===== config.mk =====
export PLATFORM = sky130hd
export DESIGN_NAME = chxy_cordic_cell
export DESIGN_NICKNAME = d
export VERILOG_FILES = /design/src/sv/chxy_pkg.sv /design/src/sv/chxy_cordic_cell.sv
export SDC_FILE = /design/constraint.sdc
export NUM_CORES = 1
export LEC_CHECK = 0
export BUFFER_PORTS_ARGS = -buffer_cell sky130_fd_sc_hd__buf_2
export CAP_MARGIN = 20
export CORE_MARGIN = 10
export CORE_UTILIZATION = 51
export CTS_CLUSTER_SIZE = 24
export DETAILED_ROUTE_END_ITERATION = 8
export PLACE_DENSITY = 0.75
export SLEW_MARGIN = 20
export SYNTH_ARGS = -nofsm -noshare
export SYNTH_HDL_FRONTEND = slang
export SYNTH_SLANG_ARGS = --single-unit

===== constraint.sdc =====
create_clock -name clk -period 5.3 [get_ports clk]
set_clock_uncertainty 0.1 [all_clocks]
set_input_delay 1.325 -clock clk [delete_from_list [all_inputs] [get_ports clk]]
set_output_delay 1.325 -clock clk [all_outputs]
set_load 0.005 [all_outputs]

===== src/sv/chxy_pkg.sv =====
// Shared types and constants for the compass heading block.
// Holds the CORDIC arctangent table, datapath widths, register indexes and octant codes.
// No dependencies.
package chxy_pkg;

    // Arctangent accumulator: units of 2^-24 degree
    localparam int ACC_FRAC  = 24;
    localparam int PRESCALE  = 20;
    localparam int TABLE_LEN = 24;

    // CORDIC x/y width: 17-bit magnitude, 20-bit prescale, gain and sign headroom
    localparam int CORDIC_W  = 41;
    // Angle accumulator width: the sum of the whole table stays below 2^31
    localparam int ZACC_W    = 32;
    // Magnitude width of a corrected axis
    localparam int MAG_W     = 17;

    // Configuration register indexes
    localparam logic [1:0] REG_OFFSET_X    = 2'd0;
    localparam logic [1:0] REG_OFFSET_Y    = 2'd1;
    localparam logic [1:0] REG_DECLINATION = 2'd2;

    // Compass octants
    typedef enum logic [2:0] {
        OCT_N  = 3'd0,
        OCT_NE = 3'd1,
        OCT_E  = 3'd2,
        OCT_SE = 3'd3,
        OCT_S  = 3'd4,
        OCT_SW = 3'd5,
        OCT_W  = 3'd6,
        OCT_NW = 3'd7
    } octant_t;

    // Quadrant and special-case flags that travel beside the CORDIC data
    typedef struct packed {
        logic base90;   // dx negative: heading is 90 +/- phi, else 270 +/- phi
        logic minus;    // subtract phi from the base
        logic a_zero;   // numerator zero: phi is 0
        logic b_zero;   // denominator zero: phi is 90 degrees
    } side_t;

    // atan(2^-i) in units of 2^-24 degree, rounded to nearest
    function automatic logic [30:0] atan_q24(input int i);
        logic [30:0] r;
        case (i)
            0:       r = 31'd754974720;
            1:       r = 31'd445687602;
            2:       r = 31'd235489088;
            3:       r = 31'd119537938;
            4:       r = 31'd60000934;
            5:       r = 31'd30029717;
            6:       r = 31'd15018523;
            7:       r = 31'd7509720;
            8:       r = 31'd3754917;
            9:       r = 31'd1877466;
            10:      r = 31'd938734;
            11:      r = 31'd469367;
            12:      r = 31'd234684;
            13:      r = 31'd117342;
            14:      r = 31'd58671;
            15:      r = 31'd29335;
            16:      r = 31'd14668;
            17:      r = 31'd7334;
            18:      r = 31'd3667;
            19:      r = 31'd1833;
            20:      r = 31'd917;
            21:      r = 31'd458;
            22:      r = 31'd229;
            23:      r = 31'd115;
            default: r = 31'd0;
        endcase
        return r;
    endfunction

endpackage


===== src/sv/chxy_cordic_cell.sv =====
// One vectoring CORDIC cell: a fixed shift, a table angle and a pipeline register.
// Depends on chxy_pkg for widths, the arctangent table and the side flags.
module chxy_cordic_cell
    import chxy_pkg::*;
#(
    parameter int STAGE = 0
)
(
    input  logic                       clk,
    input  logic                       rst_n,
    input  logic                       in_valid,
    output logic                       in_ready,
    input  logic signed [CORDIC_W-1:0] in_x,
    input  logic signed [CORDIC_W-1:0] in_y,
    input  logic signed [ZACC_W-1:0]   in_z,
    input  side_t                      in_side,
    output logic                       out_valid,
    input  logic                       out_ready,
    output logic signed [CORDIC_W-1:0] out_x,
    output logic signed [CORDIC_W-1:0] out_y,
    output logic signed [ZACC_W-1:0]   out_z,
    output side_t                      out_side
);

    localparam logic signed [ZACC_W-1:0] ANGLE = ZACC_W'(atan_q24(STAGE));

    logic                       valid_reg;
    logic signed [CORDIC_W-1:0] x_reg, x_next;
    logic signed [CORDIC_W-1:0] y_reg, y_next;
    logic signed [ZACC_W-1:0]   z_reg, z_next;
    side_t                      side_reg;
    logic signed [CORDIC_W-1:0] xs;
    logic signed [CORDIC_W-1:0] ys;

    // Take a new item when empty or when the neighbour takes ours
    assign in_ready = !valid_reg || out_ready;

    // Rotate toward the x axis; arithmetic shift rounds toward minus infinity
    always_comb
    begin
        xs = in_x >>> STAGE;
        ys = in_y >>> STAGE;
        if (!in_y[CORDIC_W-1])
        begin
            x_next = in_x + ys;
            y_next = in_y - xs;
            z_next = in_z + ANGLE;
        end
        else
        begin
            x_next = in_x - ys;
            y_next = in_y + xs;
            z_next = in_z - ANGLE;
        end
    end

    // Hold the valid flag
    always_ff @(posedge clk or negedge rst_n)
    begin
        if (!rst_n)
        begin
            valid_reg <= 1'b0;
        end
        else if (in_ready)
        begin
            valid_reg <= in_valid;
        end
    end

    // Advance the payload
    always_ff @(posedge clk)
    begin
        if (in_ready)
        begin
            x_reg    <= x_next;
            y_reg    <= y_next;
            z_reg    <= z_next;
            side_reg <= in_side;
        end
    end

    assign out_valid = valid_reg;
    assign out_x     = x_reg;
    assign out_y     = y_reg;
    assign out_z     = z_reg;
    assign out_side  = side_reg;

endmodule


# Yosys cells after proc, flatten, opt, wreduce, memory -nomap -nowiden
# Index checks and enable logic that the tools add are counted.
[totals] reg_bits=119 inputBits=122 out_inout_bits=120 wordCells=18
[classes] add_sub_neg=5 muxes=3 n_reduce_logical=2
[op_table] cell="two-way mux 41 bit" n=2
[op_table] cell="subtractor 41 bit" n=2
[op_table] cell="adder 41 bit" n=1
[op_table] cell="adder 32 x 31 -> 32 bit (second input constant)" n=1
[op_table] cell="two-way mux 32 bit" n=1
[op_table] cell="subtractor 32 x 31 -> 32 bit (second input constant)" n=1
[op_table] cell="zero test 1 bit" n=1
[op_table] cell="logical OR 1 bit" n=1

# Depth between registers and ports, before layout
# Gate-level depths: netlist (run 1).
[depth] ltp_word=2 mapped_depth=12 depth_no_buf=12

# Least setup slack after synthesis (run 1)
# OpenSTA, ideal clock, no wires.
[synth_path] path_type="input to output" from="in out_ready" to="out in_ready" t_arrival_ps=4207 t_required_ps=3875 slack_ps=-332 path_stages=1 n_path_buf=0 cell_sequence="nand2b_1"
[synth_via] elab_chain_len=1
[synth_rtl] element="start: declaration" line_no="chxy_cordic_cell.sv:18" source="input logic out_ready,"
[synth_rtl] element="logical OR 1 bit" line_no="chxy_cordic_cell.sv:36" source="assign in_ready = !valid_reg || out_ready;"
[synth_rtl] element="end: declaration" line_no="chxy_cordic_cell.sv:12" source="output logic in_ready,"
# No other way between the ends.

# Final worst setup path (run 1)
[layout_path] from="in in_x[27]" to="reg y_reg[40], in the netlist out_y[40] (data pin)"
[layout_via] elab_chain_len=2 elab_cells_between_ends=3 classes_between="2 x add/sub; 1 x mux"
[layout_rtl] element="start: declaration" line_no="chxy_cordic_cell.sv:13" source="input logic signed [CORDIC_W-1:0] in_x,"
[layout_rtl] element="subtractor 41 bit or adder 41 bit (tied branches)" line_no="chxy_cordic_cell.sv:46, chxy_cordic_cell.sv:52"
[layout_rtl] element="two-way mux 41 bit *" line_no="chxy_cordic_cell.sv:43" source="if (!in_y[CORDIC_W-1])"
[layout_rtl] element="named net y_next[40]" line_no="chxy_cordic_cell.sv:29" source="logic signed [CORDIC_W-1:0] y_reg, y_next;"
[layout_rtl] element="end signal: assignment" line_no="chxy_cordic_cell.sv:76" source="y_reg <= y_next;"
[layout_rtl] element="end: declaration" line_no="chxy_cordic_cell.sv:29"
# Mark *: on every way through the listed nets, which the timed path passes. The rest lies on a longest branch.
# A chain may end at the register's enable or synchronous reset.

==> results of run 1 <==
[cell usage after synthesis, drive strengths merged, types with 13 or more instances]
library cell and count:
a21oi 187, inv 134, ha 126, edfxtp 117, nor2 105, o21ai 105
nand2 80, xnor2 78, buf 35, o21bai 35, a21o 30, nand4 25
nor3 24, o31ai 24, clkbuf 22, o211ai 20, nand3 18, mux2i 15
a211oi 13, nor2b 13
[logic make-up (layout without fill, tap and decap cells)]
logic type | after synthesis | after routing | share of synthesized area [%]
xor gates and xnor gates | 83 | 83 | 6.36
AOI/OAI and AO/OA | 494 | 494 | 27.3
buffers and inverters | 191 | 423 | 6.68
adders and majority gates | 130 | 130 | 14.5
DFF | 118 | 118 | 31.0
and+or+nand+nor | 309 | 309 | 12.7
muxes | 17 | 17 | 1.51
[state kept, by name, summed over array words and instances, names as in the netlist]
signal and count:
out_z 32, out_valid 1, out_x 41, out_y 40
out_side 4
[metal layers]
layer | part of all wire, % | vias up | routed length [um] | global-route usage [%]
met3 | 9.6 | 79 | 4060 | 6.42
met1 | 42 | 5319 | 17800 | 36.7
li1 | - | 5297 | - | -
met4 | 2.7 | 2 | 1140 | 8.66
met2 | 46 | 653 | 19200 | 46.0
met5 | 0.031 | - | 13 | 0
[power by group]
group / total, mW / leakage [nW] / switching (mW) / internal (mW)
clock: 1.22 / 0.277 / 0.514 / 0.703
combinational: 1.33 / 4.53 / 0.830 / 0.495
sequential: 1.28 / 1.19 / 0.0505 / 1.23
[critical path, delay by kind of cell]
kind | cells | cell delay (ns)
multiplexers | 1 | 0.12
adder cells (fa/ha/maj) | 1 | 0.58
AO/OA/AOI/OAI | 3 | 0.80
buffers and inverters | 2 | 0.15
AND/OR/NAND/NOR | 5 | 1.46
[metrics by stage]
stage | setup slack (ns) | power (mW)
final | 0.923 | 3.82
after floorplan | 1.01 | 2.07
after detailed placement | 0.631 | 2.59
after global placement | 0.660 | 2.59
after CTS | 1.06 | 3.82
after global routing | 0.699 | 3.99
[worst paths after layout]
kind                                               to  slack (ns)  cells after the start
worst max-delay path              out_y[40]$_DFFE_PP_        0.92                     12
min in group clk                  out_y[25]$_DFFE_PP_        0.84                      1
worst max register to register    out_x[12]$_DFFE_PP_        3.46                      2
max in group asynchronous       out_valid$_DFFE_PN0P_        4.47                      1
worst min-delay path            out_valid$_DFFE_PN0P_        0.55                      1
worst min register to register    out_y[25]$_DFFE_PP_        0.84                      1
[final cells by class]
class	count	area, um^2	area share, %
clock buffers	17	425	3.16
clock inverters	15	166	1.24
inverters	134	503	3.74
multi-input cells	1033	7140	53.0
flip-flops and latches	118	3540	26.3
well taps	280	350	2.60
repair buffers	257	1340	9.96
==> out/summary.txt, run 1 <==
Synth-to-layout area growth: 17.8%
RSZ-0062 raised after global routing: no
Global-route wire length before repair: 64300 um
# fillers: 2017
CP max-delay cell: nor4_1
Share of layout cells above drive strength 1: 20.3%
Crit path DAT: 4.44 ns
Detailed Routing Iterations Pass 1: 6
Warnings from Yosys: 0
Worst path most repeated cell: nor2_1
Status: finished, final reports clean
Routability congestion estimate: 1.02
Crit. End Element: flop
Crit path launch: in_x[27]
Commonest non-fill, non-tap cell in the layout: buf_2
Vias in the first global route: 11200
Via count: 11400
CP Class: input pin to flop
Starting Density: 52.1%
PwrDens: 284 nW/um^2
Number of synthesized flops with an enable pin: 117
Worst-Skew Late Latency: 0.43 ns
CTS tree: done
Wire per inst: 22.8 um
Post-route ant nets: 0
Synth top area share: 30.7%
Clock-pin transition on the worst setup and hold timing paths: 0.07 ns
WL final: 42300 um
I/O Buffers: 241
HP Class: input pin to async pin
Clk root buf: clkbuf_16
Area leader, netlist: edfxtp_1
Post-CTS Setup Inserts: 0
Total gr overflow: 0
CTS resizes: 0
Register area share after synthesis: 31.0%
Final worst path period share: 82.6%
Pleak: 6.00 nW
Core area: 22000 um^2
WP data required: 5.37 ns
Final Cell Area: 13500 um^2
Synth area leaders: edfxtp_1 31%, ha_1 14%, a21oi_1 8.1%
Cell area after placement: 12900 um^2
CTS buffer count: 17
R2r startpoint: out_valid$_DFFE_PN0P_
WHS: 0.548 ns
Most frequent cells in the layout: 240 x buf_2, 186 x a21oi_1, 126 x ha_1, 124 x inv_1, 117 x edfxtp_1
Chip Height: 170 um
Initial antenna violation count: 1
Synth Cell Area: 11400 um^2
Post-CTS Hold Buffers: 0
Startpoint Class: input pin
Max Freq: 228 MHz
Slew Limit Fails: 0
Crit path time final: 4.38 ns
Ant diodes: 0
Sink Count: 118
Max-slew headroom: 37.6%
# IOs: 242
Final setup fails: 0
Syn Area/Cell: 8.52 um^2
Final cell count without fillers: 1854
Maximum vdd drop: 0.000196 V
Post-synth cell types: 74
Via density: 6.12
First-iteration detailed-routing DRC count: 1160
Worst path max stage delay: 0.66 ns
DP HPWL: 33700 um
Hold Fails Final Rpt: 0
Post-synthesis async set-or-reset flop share: 0.847%
Max-cap viol count: 0
Setup TNS: 0 ns
Site Rows: 54
Synth Instances: 1342
Final-stage net count: 1813
Slew at the pin closest to its max-slew limit: 0.937 ns
Crit path max fanout: 14
Top_reg_cell synth: edfxtp_1
Die Area: 28800 um^2
H-tree levels: 4
Post-synthesis register bit count: 118
DRC viols: 0
Largest net degree at the start of global routing: 96
Clock Tree Buf Depth: 2
Mapped Nets: 1594
GRT Util Overall: 28.3%
Final Util: 61.3%
Critical path cell sequence: buf_2, inv_1, ha_1, nand2_1, nor4_1, nand2b_1, a2111oi_0, nor2_1, a21oi_1, mux2i_1, nor2_1, o311ai_1
Inst Count DP: 1822
Chip width: 170 um
Power figures use the tool's default switching activity.
==> inputs of run 2 (changes only) <==
- clock period: 5.3 -> 3.65 ns (I/O delays scaled with it)
==> out/summary.txt, run 2 (synthesis results as in run 1) <==
Core area: 22000 um^2 (unchanged)
First-iteration detailed-routing DRC count: 1357 (was 1160)
Crit path capture: out_x[25]$_DFFE_PP_ (was out_y[40]$_DFFE_PP_)
PwrDens: 382 nW/um^2 (was 284 nW/um^2)
WP data required: 3.74 ns (was 5.37 ns)
Worst path max stage delay: 0.45 ns (was 0.66 ns)
Crit path time final: 3.68 ns
Final Util: 72.4% (was 61.3%)
Pleak: 7.53 nW (was 6.00 nW)
Starting Density: 52.1% (unchanged)
Failing checks: negative setup slack
Routability congestion estimate: 1.01 (was 1.02)
Crit path max fanout: 4 (was 14)
Share of layout cells above drive strength 1: 34.2% (was 20.3%)
Crit path launch: in_x[1] (was in_x[27])
Max reg flops: 41 (unchanged)
# IOs: 242 (unchanged)
Max Freq: 272 MHz
Startpoint Class: input pin (unchanged)
Synth-to-layout area growth: 39.1% (was 17.8%)
CTS buffer count: 17 (unchanged)
Commonest non-fill, non-tap cell in the layout: buf_4 (was buf_2)
Max-cap viol count: 0 (unchanged)
Chip width: 170 um (unchanged)
Max-slew headroom: 38.4% (was 37.6%)
Psw: 2.14 mW (was 1.40 mW)
Initial antenna violation count: 0 (was 1)
Hold Fails Final Rpt: 0 (unchanged)
Via count: 12700 (was 11400)
Vias in the first global route: 12700 (was 11200)
Chip Height: 170 um (unchanged)
Post-CTS Setup Inserts: 0 (unchanged)
Largest net degree at the start of global routing: 75 (was 96)
Status: finished, violations left (was finished, final reports clean)
Clock power frac: 30.3% (was 31.8%)
Total gr overflow: 0 (unchanged)
Multi-input gate area in the final layout: 7200 um^2 (was 7140 um^2)
Clock Tree Buf Depth: 2 (unchanged)
Crit. End Element: flop (unchanged)
Final worst path period share: 101%
Clock-pin transition on the worst setup and hold timing paths: 0.07 ns (about the same)
R2r startpoint: out_valid$_DFFE_PN0P_ (unchanged)
Final-stage net count: 2124 (was 1813)
I/O Buffers: 241 (unchanged)
CP max-delay cell: a221oi_1 (was nor4_1)
Final setup margin: -0.0253 ns (was 0.923 ns)
Most frequent cells in the layout: 326 x buf_4, 240 x buf_2, 181 x a21oi_1, 126 x ha_1, 124 x inv_1 (was 240 x buf_2, 186 x a21oi_1, 126 x ha_1, 124 x inv_1, 117 x edfxtp_1)
Detailed Routing Iterations Pass 1: 7 (was 6)
CTS tree: done (unchanged)
Final setup fails: 2 (was 0)
Final cell count without fillers: 2165 (was 1854)
Slew Limit Fails: 0 (unchanged)
Bufs and invs on worst path: 4 (was 2)
DRC viols: 0 (unchanged)
Die Area: 28800 um^2 (unchanged)
WL final: 46100 um (was 42300 um)
# fillers: 1757 (was 2017)
Reg-to-reg setup timing slack: 1.79 ns (was 3.46 ns)
R2R cell count: 2 (unchanged)
Levels on crit path: 14 (was 12)
Crit path DAT: 3.76 ns (was 4.44 ns)
Critical path cell sequence: buf_2, inv_1, ha_1, nand2b_1, a221oi_1, o21ai_0, a21oi_2, o2111ai_1, buf_4, nand3_1, buf_4, a31oi_1, o21ai_0, xnor2_1 (was buf_2, inv_1, ha_1, nand2_1, nor4_1, nand2b_1, a2111oi_0, nor2_1, a21oi_1, mux2i_1, nor2_1, o311ai_1)
CP Class: input pin to flop (unchanged)
Reg-to-reg endpoint: out_z[17]$_DFFE_PP_ (was out_x[12]$_DFFE_PP_)
CP top delay family: compound AO/OA/AOI/OAI gates (was simple AND/OR/NAND/NOR gates)
Internal power: 3.94 mW (was 2.43 mW)
Comb pwr share: 39.2% (was 34.7%)
Wire per inst: 21.3 um (was 22.8 um)
Sequential share of power: 30.5% (was 33.5%)
GRT Util Overall: 30.9% (was 28.3%)
Post-route ant nets: 0 (unchanged)
Site Rows: 54 (unchanged)
Maximum vdd drop: 0.000238 V (was 0.000196 V)
Global-route wire length before repair: 70500 um (was 64300 um)
Slew at the pin closest to its max-slew limit: 0.925 ns (was 0.937 ns)
Via density: 5.86 (was 6.12)
H-tree levels: 4 (unchanged)
Storage element area: 3540 um^2 (unchanged)
Clk root buf: clkbuf_16 (unchanged)
Worst-Skew Late Latency: 0.44 ns (was 0.43 ns)
Inst Count DP: 2133 (was 1822)
Sink Count: 118 (unchanged)
HP Class: input pin to async pin (unchanged)
Sw Ratio: 35.2% (was 36.5%)
DP HPWL: 37500 um (was 33700 um)
Ant diodes: 0 (unchanged)
## run 2: changes by cell type in the layout (fill, tap and decap cells not counted), moves of 3 or more
cell and change:
o31ai_1 -3, a21oi_2 +5, buf_4 +310, a21oi_1 -5, o31ai_2 +3, o21ai_0 -3
clkinvlp_4 -3
## run 2: timing repair
action	CTS	global route
pin swaps	0	3
setup endpoints to repair	4	28
endpoints found under the hold margin	0	0
hold buffers	0	0
gates resized for setup	3	14
## run 2: worst reg2reg max path, delay by kind of cell (launching register included)
family | cells | cell delay [ns]
buffers and inverters | 1 | 0.73
and+or+nand+nor | 1 | 0.18
DFF | 1 | 0.41
## run 2: routing by layer
| metal | vias to the layer above | share of wire, % | global-route usage [%] |
|---|---|---|---|
| met5 | - | 0 | 0 |
| met4 | 0 | 3.6 | 10.7 |
| met3 | 124 | 8.7 | 6.40 |
| met2 | 714 | 47 | 51.8 |
| met1 | 5931 | 41 | 38.7 |
| li1 | 5918 | - | - |
## run 2: how the worst min path moves through the flow
stage          startpoint                    end  depth (start not counted)
6_report            rst_n  out_valid$_DFFE_PN0P_                          1
4_1_cts             rst_n  out_valid$_DFFE_PN0P_                          1
2_1_floorplan       rst_n  out_valid$_DFFE_PN0P_                          0
3_3_place_gp        rst_n  out_valid$_DFFE_PN0P_                          1
5_1_grt             rst_n  out_valid$_DFFE_PN0P_                          1
3_5_place_dp        rst_n  out_valid$_DFFE_PN0P_                          1
## run 2: stage by stage
step | setup slack, ns | power [mW] | instance area, um^2 | setup TNS (ns) | hold slack [ns]
2_1_floorplan | 0.143 | 3.01 | 11400 | 0 | 0.517
3_3_place_gp | -0.482 | 4.16 | 15200 | -7.74 | 0.588
3_5_place_dp | -0.508 | 4.19 | 15200 | -9.56 | 0.591
4_1_cts | 0.0298 | 6.04 | 15800 | 0 | 0.134
5_1_grt | -0.172 | 6.34 | 15900 | -1.45 | 0.131
6_report | -0.0253 | 6.08 | 15900 | -0.0423 | 0.132
## run 2: power by group through the flow
stage	sequential [mW]	combinational, mW	clock (mW)
2_1_floorplan	1.90	1.11	0
3_3_place_gp	1.87	2.28	0
3_5_place_dp	1.88	2.31	0
4_1_cts	1.85	2.34	1.84
5_1_grt	1.87	2.57	1.90
6_report	1.85	2.39	1.84
## run 2: layout make-up
| cell class | count | share of cell area [%] |
|---|---|---|
| inverters | 134 | 3.16 |
| clock inverters | 14 | 1.18 |
| multi-input cells | 1033 | 45.3 |
| well taps | 280 | 2.20 |
| repair buffers | 568 | 23.2 |
| flip-flops and latches | 118 | 22.3 |
| clock buffers | 18 | 2.70 |
