===== src/sv/chxy_pkg.sv =====
// Shared types and constants for the compass heading block.
// Holds the CORDIC arctangent table, datapath widths, register indexes and octant codes.
// No dependencies.
package chxy_pkg;

    // Arctangent accumulator: units of 2^-24 degree
    localparam int ACC_FRAC  = 24;
    localparam int PRESCALE  = 20;
    localparam int TABLE_LEN = 24;

    // CORDIC x/y width: 17-bit magnitude, 20-bit prescale, gain and sign headroom
    localparam int CORDIC_W  = 41;
    // Angle accumulator width: the sum of the whole table stays below 2^31
    localparam int ZACC_W    = 32;
    // Magnitude width of a corrected axis
    localparam int MAG_W     = 17;

    // Configuration register indexes
    localparam logic [1:0] REG_OFFSET_X    = 2'd0;
    localparam logic [1:0] REG_OFFSET_Y    = 2'd1;
    localparam logic [1:0] REG_DECLINATION = 2'd2;

    // Compass octants
    typedef enum logic [2:0] {
        OCT_N  = 3'd0,
        OCT_NE = 3'd1,
        OCT_E  = 3'd2,
        OCT_SE = 3'd3,
        OCT_S  = 3'd4,
        OCT_SW = 3'd5,
        OCT_W  = 3'd6,
        OCT_NW = 3'd7
    } octant_t;

    // Quadrant and special-case flags that travel beside the CORDIC data
    typedef struct packed {
        logic base90;   // dx negative: heading is 90 +/- phi, else 270 +/- phi
        logic minus;    // subtract phi from the base
        logic a_zero;   // numerator zero: phi is 0
        logic b_zero;   // denominator zero: phi is 90 degrees
    } side_t;

    // atan(2^-i) in units of 2^-24 degree, rounded to nearest
    function automatic logic [30:0] atan_q24(input int i);
        logic [30:0] r;
        case (i)
            0:       r = 31'd754974720;
            1:       r = 31'd445687602;
            2:       r = 31'd235489088;
            3:       r = 31'd119537938;
            4:       r = 31'd60000934;
            5:       r = 31'd30029717;
            6:       r = 31'd15018523;
            7:       r = 31'd7509720;
            8:       r = 31'd3754917;
            9:       r = 31'd1877466;
            10:      r = 31'd938734;
            11:      r = 31'd469367;
            12:      r = 31'd234684;
            13:      r = 31'd117342;
            14:      r = 31'd58671;
            15:      r = 31'd29335;
            16:      r = 31'd14668;
            17:      r = 31'd7334;
            18:      r = 31'd3667;
            19:      r = 31'd1833;
            20:      r = 31'd917;
            21:      r = 31'd458;
            22:      r = 31'd229;
            23:      r = 31'd115;
            default: r = 31'd0;
        endcase
        return r;
    endfunction

endpackage


===== src/sv/chxy_finish.sv =====
// Heading finish: rounds the CORDIC angle, applies the quadrant formula, adds the
// declination, wraps by 360 degrees and classifies the octant. Depends on chxy_pkg.
module chxy_finish
    import chxy_pkg::*;
#(
    parameter int ANGLE_FRAC_BITS = 6
)
(
    input  logic                     clk,
    input  logic                     rst_n,
    input  logic                     in_valid,
    output logic                     in_ready,
    input  logic signed [ZACC_W-1:0] in_z,
    input  side_t                    in_side,
    input  logic signed [14:0]       declination,
    output logic                     out_valid,
    input  logic                     out_ready,
    output logic [14:0]              heading,
    output logic [2:0]               octant
);

    localparam int SH = ACC_FRAC - ANGLE_FRAC_BITS;
    localparam int PW = ANGLE_FRAC_BITS + 7;
    localparam int HW = ((ANGLE_FRAC_BITS + 9 > 15) ? ANGLE_FRAC_BITS + 9 : 15) + 2;

    localparam logic signed [ZACC_W-1:0] ROUND   = ZACC_W'(1) <<< (SH - 1);
    localparam logic signed [ZACC_W-1:0] Z_FULL  = ZACC_W'(90) <<< ANGLE_FRAC_BITS;
    localparam logic [PW-1:0]            PHI_90  = PW'(90) << ANGLE_FRAC_BITS;
    localparam logic signed [HW-1:0]     BASE_90  = HW'(90) <<< ANGLE_FRAC_BITS;
    localparam logic signed [HW-1:0]     BASE_270 = HW'(270) <<< ANGLE_FRAC_BITS;
    localparam logic signed [HW-1:0]     FULL_360 = HW'(360) <<< ANGLE_FRAC_BITS;
    localparam logic signed [HW-1:0]     U        = HW'(45) <<< (ANGLE_FRAC_BITS - 1);

    logic                    a_valid_reg, b_valid_reg, c_valid_reg;
    logic                    a_ready, b_ready, c_ready;

    logic [PW-1:0]           phi_reg, phi_next;
    logic                    base90_reg;
    logic                    minus_reg;
    logic signed [ZACC_W-1:0] z_round;

    logic signed [HW-1:0]    h_reg, h_next;
    logic signed [HW-1:0]    h_base;
    logic signed [HW-1:0]    h_wrap;
    logic                    decl_pos;

    logic [14:0]             heading_reg;
    octant_t                 octant_reg, octant_next;

    // Ready ripples back through the three finish registers
    assign c_ready  = !c_valid_reg || out_ready;
    assign b_ready  = !b_valid_reg || c_ready;
    assign a_ready  = !a_valid_reg || b_ready;
    assign in_ready = a_ready;

    // Round to the angle unit, ties up, clamp to 0..90 degrees, apply special cases
    always_comb
    begin
        z_round = (in_z + ROUND) >>> SH;
        if (in_side.a_zero)
        begin
            phi_next = '0;
        end
        else if (in_side.b_zero)
        begin
            phi_next = PHI_90;
        end
        else if (z_round[ZACC_W-1])
        begin
            phi_next = '0;
        end
        else if (z_round > Z_FULL)
        begin
            phi_next = PHI_90;
        end
        else
        begin
            phi_next = z_round[PW-1:0];
        end
    end

    // Quadrant formula plus declination
    always_comb
    begin
        h_base = base90_reg ? BASE_90 : BASE_270;
        if (minus_reg)
        begin
            h_next = h_base - HW'(phi_reg) + HW'(declination);
        end
        else
        begin
            h_next = h_base + HW'(phi_reg) + HW'(declination);
        end
    end

    // Wrap once in the direction of the declination sign, then classify
    always_comb
    begin
        decl_pos = !declination[14] && (declination != '0);
        h_wrap   = h_reg;
        if (decl_pos && (h_reg > FULL_360))
        begin
            h_wrap = h_reg - FULL_360;
        end
        else if (!decl_pos && h_reg[HW-1])
        begin
            h_wrap = h_reg + FULL_360;
        end

        if ((h_wrap > 15 * U) || (h_wrap < U))
        begin
            octant_next = OCT_N;
        end
        else if (h_wrap > 13 * U)
        begin
            octant_next = OCT_NW;
        end
        else if (h_wrap > 11 * U)
        begin
            octant_next = OCT_W;
        end
        else if (h_wrap > 9 * U)
        begin
            octant_next = OCT_SW;
        end
        else if (h_wrap > 7 * U)
        begin
            octant_next = OCT_S;
        end
        else if (h_wrap > 5 * U)
        begin
            octant_next = OCT_SE;
        end
        else if (h_wrap > 3 * U)
        begin
            octant_next = OCT_E;
        end
        else
        begin
            octant_next = OCT_NE;
        end
    end

    // Hold the valid flags
    always_ff @(posedge clk or negedge rst_n)
    begin
        if (!rst_n)
        begin
            a_valid_reg <= 1'b0;
            b_valid_reg <= 1'b0;
            c_valid_reg <= 1'b0;
        end
        else
        begin
            if (a_ready)
            begin
                a_valid_reg <= in_valid;
            end
            if (b_ready)
            begin
                b_valid_reg <= a_valid_reg;
            end
            if (c_ready)
            begin
                c_valid_reg <= b_valid_reg;
            end
        end
    end

    // Advance the payload registers
    always_ff @(posedge clk)
    begin
        if (a_ready)
        begin
            phi_reg    <= phi_next;
            base90_reg <= in_side.base90;
            minus_reg  <= in_side.minus;
        end
        if (b_ready)
        begin
            h_reg <= h_next;
        end
        if (c_ready)
        begin
            heading_reg <= h_wrap[14:0];
            octant_reg  <= octant_next;
        end
    end

    assign out_valid = c_valid_reg;
    assign heading   = heading_reg;
    assign octant    = octant_reg;

endmodule


===== config.mk =====
export PLATFORM = sky130hd
export DESIGN_NAME = chxy_finish
export DESIGN_NICKNAME = d
export VERILOG_FILES = /design/src/sv/chxy_pkg.sv /design/src/sv/chxy_finish.sv
export SDC_FILE = /design/constraint.sdc
export NUM_CORES = 1
export LEC_CHECK = 0
export ABC_AREA = 1
export BUFFER_PORTS_ARGS = -buffer_cell sky130_fd_sc_hd__buf_4
export CORE_MARGIN = 8
export CORE_UTILIZATION = 43
export CTS_CLUSTER_DIAMETER = 30
export DETAILED_ROUTE_END_ITERATION = 8
export PLACE_DENSITY = 0.71
export SYNTH_ARGS = -nofsm -noshare
export SYNTH_HDL_FRONTEND = slang
export SYNTH_SLANG_ARGS = --single-unit

===== constraint.sdc =====
create_clock -name clk -period 3.3 [get_ports clk]
set_clock_uncertainty 0.1 [all_clocks]
set_input_delay 0.165 -clock clk [delete_from_list [all_inputs] [get_ports clk]]
set_output_delay 0.165 -clock clk [all_outputs]
set_load 0.01 [all_outputs]

# Word-level counts from Yosys, hierarchy flattened
# Cells that the tools add are included.
# W data, S select, Z words.
# classes
magnitude_cmp	10
n_reduce_logical	14
mux	13
n_addsub	7
# ops
cell	n
$gt A17 B15 Y1 const B	3
$gt A17 B16 Y1 const B	3
$mux W17	3
$mux W13	3
$gt A17 B14 Y1 const B	2
$add A32 B19 Y32 const B	1
$add A16 B15 Y17	1
$add A16 B17 Y17	1
$add A17 B16 Y17 const B	1
$lt A17 B12 Y1 const B	1
$sub A17 B16 Y17 const B	1
$add A15 B13 Y16	1
$sub A15 B13 Y16	1
$mux W15	1
$reduce_bool A15 Y1	1
$gt A14 B14 Y1 const B	1
$mux W3	4
$logic_not A1 Y1	5
$logic_or A1 B1 Y1	4
$mux W2	2
$reduce_or A4 Y1	1
$logic_and A1 B1 Y1	3
# totals
in_bits	55
wordCells	54
register_bits	53
out_inout_bits	20

# Depth between registers and ports, before layout
# Gate-level depths: netlist (run 1).
# logic_depth
depth_word	13
depth_mapped	23

# Worst setup path before layout (run 1)
# OpenSTA, ideal clock, no wires.
# synth_timing
path_type	reg2reg
start	reg phi_reg[0]
end	reg h_reg[15], data pin
slack_ns	-0.025
setup_time_ns	0.258
path_stages_with_launch	20
arrival_ns	2.967
t_required_ns	2.942
cell_sequence	edfxtp_1 > inv_1 > ha_1 > nand2_1 > or3_1 > o21ai_0 > nand2_1 > nand3_1 > nand2_1 > a21oi_1 > a21oi_1 > xor2_1 > ha_1 > inv_1 > nor3_1 > nand2_1 > o21ai_0 > a21oi_1 > o21ai_0 > nand2_1
# synth_via
elab_chain_len	3
elab_cells_between_ends	5
cone_classes	add/sub (4); mux (1)
# synth_rtl
element	line	rtl
start, declared	chxy_finish.sv:37	logic [PW-1:0] phi_reg, phi_next;
start signal, assigned	chxy_finish.sv:175	phi_reg <= phi_next;
$add A15 B13 Y16 or $sub A15 B13 Y16 (tied branches)	chxy_finish.sv:92, chxy_finish.sv:88	
$add A16 B17 Y17 or $add A16 B15 Y17 (tied branches)	chxy_finish.sv:92, chxy_finish.sv:88	
$mux W17 *	chxy_finish.sv:86	if (minus_reg)
net h_next[15]	chxy_finish.sv:42	logic signed [HW-1:0] h_reg, h_next;
end signal, assigned	chxy_finish.sv:181	h_reg <= h_next;
end, declared	chxy_finish.sv:42	
# Mark *: on every way through the listed nets, which the timed path passes. The rest lies on a longest branch.
# A chain may end at the register's enable or synchronous reset.

# Worst setup path after layout (run 1)
# layout_timing
start	reg phi_reg[1]
end	reg h_reg[14], data pin
# Same word-level chain as after synthesis.

==> results of run 1 <==
## logic make-up (layout without fill, tap and decap cells)
logic type | Yosys count | after routing | share of synthesized area, %
and+or+nand+nor | 334 | 334 | 29.4
adders and majority gates | 54 | 54 | 13.8
buffers and inverters | 111 | 206 | 8.22
xor gates and xnor gates | 37 | 37 | 6.26
AOI/OAI and AO/OA | 111 | 111 | 11.9
DFF | 53 | 53 | 30.5
## per-stage QoR
stage,power [W],TNS (ns),std cells
after floorplan,0.00255,0,700
after global placement,0.00313,-0.0406,927
after detailed placement,0.00316,-0.211,927
after CTS,0.00378,0,939
after global routing,0.00418,-0.949,942
final,0.00386,0,942
## power by group through the flow
stage	registers (W)	logic (W)	clock network (W)
detailed placement	0.00109	0.00207	0
global placement	0.00108	0.00205	0
floorplan	0.00111	0.00144	0
CTS	0.00107	0.00209	0.000614
finish	0.00107	0.00218	0.000602
global route	0.00109	0.00245	0.000634
## cell usage in the layout (no fill, tap or decap), types with 2 or more instances in the layout
| master | n |
|---|---|
| o21ai_0 | 25 |
| nand2_2 | 15 |
| nand4_1 | 8 |
| o22ai_1 | 2 |
| nand3_1 | 39 |
| nor3_1 | 15 |
| a21oi_2 | 7 |
| inv_1 | 97 |
| nor2_2 | 7 |
| xnor2_1 | 11 |
| nand2_1 | 155 |
| buf_4 | 88 |
| inv_2 | 8 |
| nor3_2 | 5 |
| ha_4 | 2 |
| xor2_1 | 26 |
| o21ai_2 | 5 |
| nand2_4 | 5 |
| clkbuf_16 | 5 |
| nor2_1 | 67 |
| dfrtp_1 | 3 |
| nand3b_1 | 3 |
| edfxtp_1 | 50 |
| fa_1 | 5 |
| nand3_2 | 3 |
| o21bai_1 | 2 |
| a21o_1 | 3 |
| nor2_4 | 3 |
| ha_1 | 47 |
| dlygate4sd3_1 | 4 |
| o21ai_1 | 9 |
| o32ai_1 | 2 |
| a21oi_1 | 45 |
| or2_2 | 3 |
## timing repair
action                                 CTS  global route
pin swaps                                0            15
gates cloned                             0             0
resized for setup                        6            29
setup endpoints to repair                5             7
setup buffers                            0             3
hold buffers                             4             0
endpoints found under the hold margin    6             0
## metal layers
metal | up-vias | track usage [%] | wire length (um)
li1 | 2505 | - | -
met1 | 2082 | 16.5 | 5090
met2 | 120 | 27.8 | 6020
met3 | 28 | 2.95 | 533
met4 | 0 | 7.52 | 362
met5 | - | 0 | 0
## worst paths after layout
check / from / to / slack, ns
min in group asynchronous: rst_n / out_valid / 0.08
max in group asynchronous: rst_n / b_valid_reg / 2.92
min: in_side[1] / phi_reg[10] / 0.07
max reg2reg: phi_reg[1] / h_reg[14] / 0.01
max: phi_reg[1] / h_reg[14] / 0.01
min reg2reg: h_reg[3] / heading[3] / 0.35
## cell type report
| type | instances | area (um^2) |
|---|---|---|
| inverters | 105 | 394 |
| repair buffers | 93 | 712 |
| fillers | 1137 | 5550 |
| flip-flops and latches | 53 | 1580 |
| multi-input cells | 536 | 3280 |
| clock buffers | 6 | 129 |
| well taps | 147 | 184 |
| clock inverters | 2 | 38.8 |
==> summary.md, run 1 <==
| Metric | Value |
|---|---|
| Outcome | `finished clean` |
| Leak pwr | `3.08 nW` |
| Antenna cells | `0` |
| Endpoints failing setup | `0` |
| Hold WC Path Type | `input port to register` |
| Syn avg cell area | `7.39 um^2` |
| Min Tclk post-route | `3.29 ns` |
| Main synth FF type | `edfxtp_1` |
| Peak Freq | `0.304 GHz` |
| Power share of the clock group | `15.6%` |
| Cell-internal power | `0.00219 W` |
| Worst skew pair latency | `0.30 ns` |
| CTS sink count | `53` |
| CP peak stage delay | `0.40 ns` |
| FP Rows | `40` |
| Yosys warns | `0` |
| Cells after synthesis | `700` |
| Most frequent cells after synthesis | `nand2_1 (157), inv_1 (99), nor2_1 (68), a21oi_1 (52), edfxtp_1 (50)` |
| Kind of critical path | `register to register` |
| Slowest-stage cell, CP | `edfxtp_1` |
| Hold depth | `2` |
| Cell taking the most area after synthesis | `edfxtp_1` |
| Post-Syn Nets | `809` |
| Height of the die | `126 um` |
| Area contributors post-synth | `edfxtp_1 (29%), ha_1 (12%), nand2_1 (11%)` |
| Fin util | `53.2%` |
| Flop pwr share | `27.8%` |
| Post-synth ARST share | `5.66%` |
| H-tree depth | `2` |
| GRT overflow | `0` |
| Max Root-Sink Buffers | `2` |
| Stages on worst setup path | `17` |
| Crit path capture type | `register` |
| Max-cap violations | `0` |
| Pin count of the biggest net entering global routing | `21` |
| Placer Congestion | `1.01` |
| Maximum vdd drop | `0.000270 V` |
| Total number of vias | `4735` |
| Die width | `126 um` |
| Area Overhead vs Synth | `22.0%` |
| DP Worst Slack | `-0.104 ns` |
| CP Launch Type | `register` |
| Initial Utilization | `43.6%` |
| CTS tree | `done` |
| Most frequent CP cell | `nand2_1` |
| Worst slew margin | `55.2%` |
| Fin. max-slew vios | `0` |
| DIE AREA | `15800 um^2` |
| WL/cell | `12.7 um` |
| CTS root buf | `clkbuf_16` |
| Cell Chain, Critical Path | `buf_4 -> nor3_2 -> nand3b_1 -> nor3_2 -> xor2_1 -> ha_1 -> a21oi_2 -> o21ai_2 -> a21oi_2 -> nor2_1 -> o21ai_1 -> nand2_1 -> nand3_1 -> nand2_1 -> a21o_1 -> o21ai_0 -> nand2_1` |
| Worst hold slack | `0.0732 ns` |
| GRT Resource Usage Total | `15.2%` |
| Drt total wl | `12000 um` |
| Fin crit share | `99.6%` |
| Buf+Inv Stages, Crit Path | `1` |
| CP max FO | `3` |
| Crit-path leading delay family | `simple AND/OR/NAND/NOR gates` |
| Flops & latches, synth | `53` |
| Share of layout cells above drive strength 1 | `20.5%` |
| Vias in the first global route | `4723` |
| NetSw | `0.00167 W` |
| PD cells | `611 nW/um^2` |
| Top cell type's share of synthesized area | `29.0%` |
| Largest register FFs | `17` |
| DRC Markers | `0` |
| R2r worst-path depth | `17` |
| Port-buffer cells | `57` |
| Antenna violations before repair | `0` |
| Post-DP HPWL | `9640 um` |
| Fin nets | `903` |
| Io pins | `75` |
| DP Area | `5970 um^2` |
| Clock Pin Slew Worst Setup and Hold Paths | `0.07 ns` |
| Global-route wire length before repair | `20000 um` |
| CORE AREA | `11900 um^2` |
| Via density | `5.03` |
| Iteration-0 DRC Markers | `373` |
| First drt pass iteration count | `5` |
| Synthesized area | `5180 um^2` |
| Sequential share of the synthesized area | `30.5%` |
| Post-route cell area | `6310 um^2` |
| Distinct cells, synth | `49` |
| Fin. Hold Viols | `0` |
| Worst-Margin Slew | `0.670 ns` |
| Comb pwr share | `56.5%` |
| RSZ-0062 raised after global routing | `yes` |
| Net Sw Frac | `43.2%` |
| Final ANT Viol Nets | `0` |
| Most frequent cell after synthesis | `nand2_1` |
| CTS buffer count | `5` |
| EDFF count, synth | `50` |
| WP data required | `3.25 ns` |
| Critical Path AT | `3.24 ns` |
| Slack of the critical path | `0.0121 ns` |
Note: power is estimated with default switching activity, not from simulation.
==> inputs of run 2 (changes only) <==
Settings changed: SETUP_SLACK_MARGIN from default to 0.3.
==> run 2 against run 1 <==
- the run now ends with setup timing left
- wire length up 4.2%
- first-iteration DRC count down 24%
- sequential cell count unchanged
- final cell count up 0.96%
- clock power up 13%
- hold slack better by 0.0078 ns
- cell area up 3.7%
- worst setup slack worse by 0.013 ns
- highest routed layer unchanged
==> summary.md, run 2 (synthesis results as in run 1) <==
| Metric | Value |
|---|---|
| Outcome | `finished, violations left (was finished clean)` |
| Failing checks | `setup timing` |
| Slowest-stage cell, CP | `edfxtp_1 (unchanged)` |
| R2R Setup Slk | `-0.001 ns (was 0.01 ns)` |
| CTS buffer count | `5 (unchanged)` |
| Sequential Area | `1580 um^2 (unchanged)` |
| Buf+Inv Stages, Crit Path | `2 (was 1)` |
| DIE AREA | `15800 um^2 (unchanged)` |
| First drt pass iteration count | `4 (was 5)` |
| PD cells | `624 nW/um^2 (was 611 nW/um^2)` |
| Most frequent cells in the layout | `nand2_1 (152), inv_1 (97), buf_4 (96) (was nand2_1 (155), inv_1 (97), buf_4 (88))` |
| Max Root-Sink Buffers | `2 (unchanged)` |
| Kind of critical path | `register to register (unchanged)` |
| Placer Congestion | `0.969 (was 1.01)` |
| Fin nets | `912 (was 903)` |
| Worst-Margin Slew | `0.671 ns (was 0.670 ns)` |
| GRT Resource Usage Total | `16.0% (was 15.2%)` |
| FILL cells | `1082 (was 1137)` |
| CP peak stage delay | `0.41 ns (was 0.40 ns)` |
| Total number of vias | `4804 (was 4735)` |
| Crit path capture type | `register (unchanged)` |
| Critical Path AT | `3.25 ns (was 3.24 ns)` |
| Port-buffer cells | `57 (unchanged)` |
| CTS sink count | `53 (unchanged)` |
| Comb pwr share | `57.3% (was 56.5%)` |
| Worst r2r dst | `h_reg[15] (was h_reg[14])` |
| Drt total wl | `12500 um (was 12000 um)` |
| Max-cap violations | `0 (unchanged)` |
| Fin. max-slew vios | `0 (unchanged)` |
| Slack of the critical path | `-0.00103 ns (was 0.0121 ns)` |
| Cell Chain, Critical Path | `inv_1 -> ha_2 -> nand2_2 -> or3_4 -> o21ai_4 -> nand2_2 -> nand3_2 -> nand2_2 -> a21oi_4 -> a21oi_2 -> xor2_1 -> ha_1 -> inv_2 -> o31ai_2 -> a21oi_1 -> o21ai_2 -> a21oi_2 -> o21ai_1 -> nand2_1 (was buf_4 -> nor3_2 -> nand3b_1 -> nor3_2 -> xor2_1 -> ha_1 -> a21oi_2 -> o21ai_2 -> a21oi_2 -> nor2_1 -> o21ai_1 -> nand2_1 -> nand3_1 -> nand2_1 -> a21o_1 -> o21ai_0 -> nand2_1)` |
| Die width | `126 um (unchanged)` |
| Fin Setup TNS | `-0.00103 ns (was 0 ns)` |
| Net Sw Frac | `42.8% (was 43.2%)` |
| WL/cell | `13.2 um (was 12.7 um)` |
| DRC Markers | `0 (unchanged)` |
| Antenna cells | `0 (unchanged)` |
| Flop pwr share | `26.1% (was 27.8%)` |
| Initial Utilization | `43.6% (unchanged)` |
| Worst r2r src | `phi_reg[0] (was phi_reg[1])` |
| Worst skew pair latency | `0.29 ns (was 0.30 ns)` |
| H-tree depth | `2 (unchanged)` |
| Hold depth | `2 (unchanged)` |
| CP max FO | `4 (was 3)` |
| Iteration-0 DRC Markers | `283 (was 373)` |
| Share of layout cells above drive strength 1 | `24.9% (was 20.5%)` |
| Via density | `5.05 (was 5.03)` |
| FP Rows | `40 (unchanged)` |
| Largest register FFs | `17 (unchanged)` |
| CTS root buf | `clkbuf_16 (unchanged)` |
| R2r worst-path depth | `19 (was 17)` |
| RSZ-0062 raised after global routing | `yes (unchanged)` |
| CORE AREA | `11900 um^2 (unchanged)` |
| Min Tclk post-route | `3.30 ns (was 3.29 ns)` |
| Power share of the clock group | `16.6% (was 15.6%)` |
| Leak pwr | `3.16 nW (was 3.08 nW)` |
| Hold_sp | `in_side[1] (unchanged)` |
| Pin count of the biggest net entering global routing | `21 (unchanged)` |
| CTS tree | `done (unchanged)` |
| Peak Freq | `0.303 GHz (was 0.304 GHz)` |
| Global-route wire length before repair | `21300 um (was 20000 um)` |
| NetSw | `0.00175 W (was 0.00167 W)` |
| Fin. Hold Viols | `0 (unchanged)` |
| Maximum vdd drop | `0.000245 V (was 0.000270 V)` |
| Multi-input gate area | `3420 um^2 (was 3280 um^2)` |
| Hold WC Path Type | `input port to register (unchanged)` |
| Crit-path leading delay family | `compound AO/OA/AOI/OAI gates (was simple AND/OR/NAND/NOR gates)` |
| Antenna violations before repair | `0 (unchanged)` |
| Clock Pin Slew Worst Setup and Hold Paths | `0.07 ns (about the same)` |
| Post-DP HPWL | `9530 um (was 9640 um)` |
| Commonest non-fill, non-tap cell in the layout | `nand2_1 (unchanged)` |
| GRT overflow | `0 (unchanged)` |
| Worst Setup SP | `phi_reg[0] (was phi_reg[1])` |
| CP Capture Point | `h_reg[15] (was h_reg[14])` |
| Final ANT Viol Nets | `0 (unchanged)` |
| WP data required | `3.25 ns (about the same)` |
| Total power | `0.00409 W (was 0.00386 W)` |
| Worst slew margin | `55.2% (about the same)` |
| Endpoints failing setup | `1 (was 0)` |
| Fin crit share | `100% (was 99.6%)` |
| Vias in the first global route | `4871 (was 4723)` |
| CP Launch Type | `register (unchanged)` |
| Cell-internal power | `0.00234 W (was 0.00219 W)` |
| Area Overhead vs Synth | `26.6% (was 22.0%)` |
| Most frequent CP cell | `nand2_2 (was nand2_1)` |
| Height of the die | `126 um (unchanged)` |
| Stages on worst setup path | `19 (was 17)` |
| Fin util | `55.2% (was 53.2%)` |
| Io pins | `75 (unchanged)` |
## run 2: layout make-up
cell class	count	share of cell area [%]
clock buffers	5	1.91
clock inverters	3	0.993
inverters	105	6.02
multi-input cells	536	52.3
flip-flops and latches	53	24.1
well taps	147	2.81
repair buffers	102	12.0
## run 2: stage by stage
step	instances	hold slack, ns	worst slack [ns]	instance area [um^2]
finish	951	0.0810	-0.00103	6550
global route	951	0.0813	-0.218	6550
CTS	939	0.0722	0.0844	6340
detailed placement	913	-0.142	-0.0253	5900
global placement	913	-0.143	0.0116	5900
floorplan	700	-0.231	0.190	5210
## run 2: worst register-to-register path, cell delays in order (launching register included)
cell      delay, ns
edfxtp_1       0.41
inv_1          0.08
ha_2           0.18
nand2_2        0.06
or3_4          0.36
o21ai_4        0.18
nand2_2        0.07
nand3_2        0.07
nand2_2        0.06
a21oi_4        0.17
a21oi_2        0.07
xor2_1         0.14
ha_1           0.39
inv_2          0.08
o31ai_2        0.23
a21oi_1        0.08
o21ai_2        0.09
a21oi_2        0.07
o21ai_1        0.10
nand2_1        0.06
## run 2: how the worst min path moves through the flow
stage	end	slack (ns)
finish	phi_reg[9]	0.08
CTS	phi_reg[10]	0.07
global route	out_valid	0.08
global placement	out_valid	-0.14
floorplan	a_valid_reg	-0.23
detailed placement	out_valid	-0.14
## run 2: what timing repair did
| item | 4_1_cts | 5_1_grt |
|---|---|---|
| pin swaps | 16 | 15 |
| gates cloned | 0 | 0 |
| resized for setup | 24 | 38 |
| endpoints found under the hold margin | 6 | 0 |
| hold buffers | 4 | 0 |
| endpoints found under the setup margin | 7 | 11 |
| setup buffers | 14 | 12 |
## run 2: power by group through the flow
stage          Sequential, W  Clock (W)  Combinational [W]
2_1_floorplan        0.00111          0            0.00146
3_3_place_gp         0.00108          0            0.00201
3_5_place_dp         0.00109          0            0.00202
4_1_cts              0.00107   0.000691            0.00213
5_1_grt              0.00109   0.000713            0.00262
6_report             0.00107   0.000680            0.00234
## run 2: layer usage
layer / global-route usage, % / part of all wire (%) / up-vias
li1: - / - / 2522
met1: 17.5 / 43 / 2133
met2: 29.4 / 50 / 115
met3: 2.91 / 3.7 / 34
met4: 6.88 / 3.3 / 0
met5: 0 / 0 / -
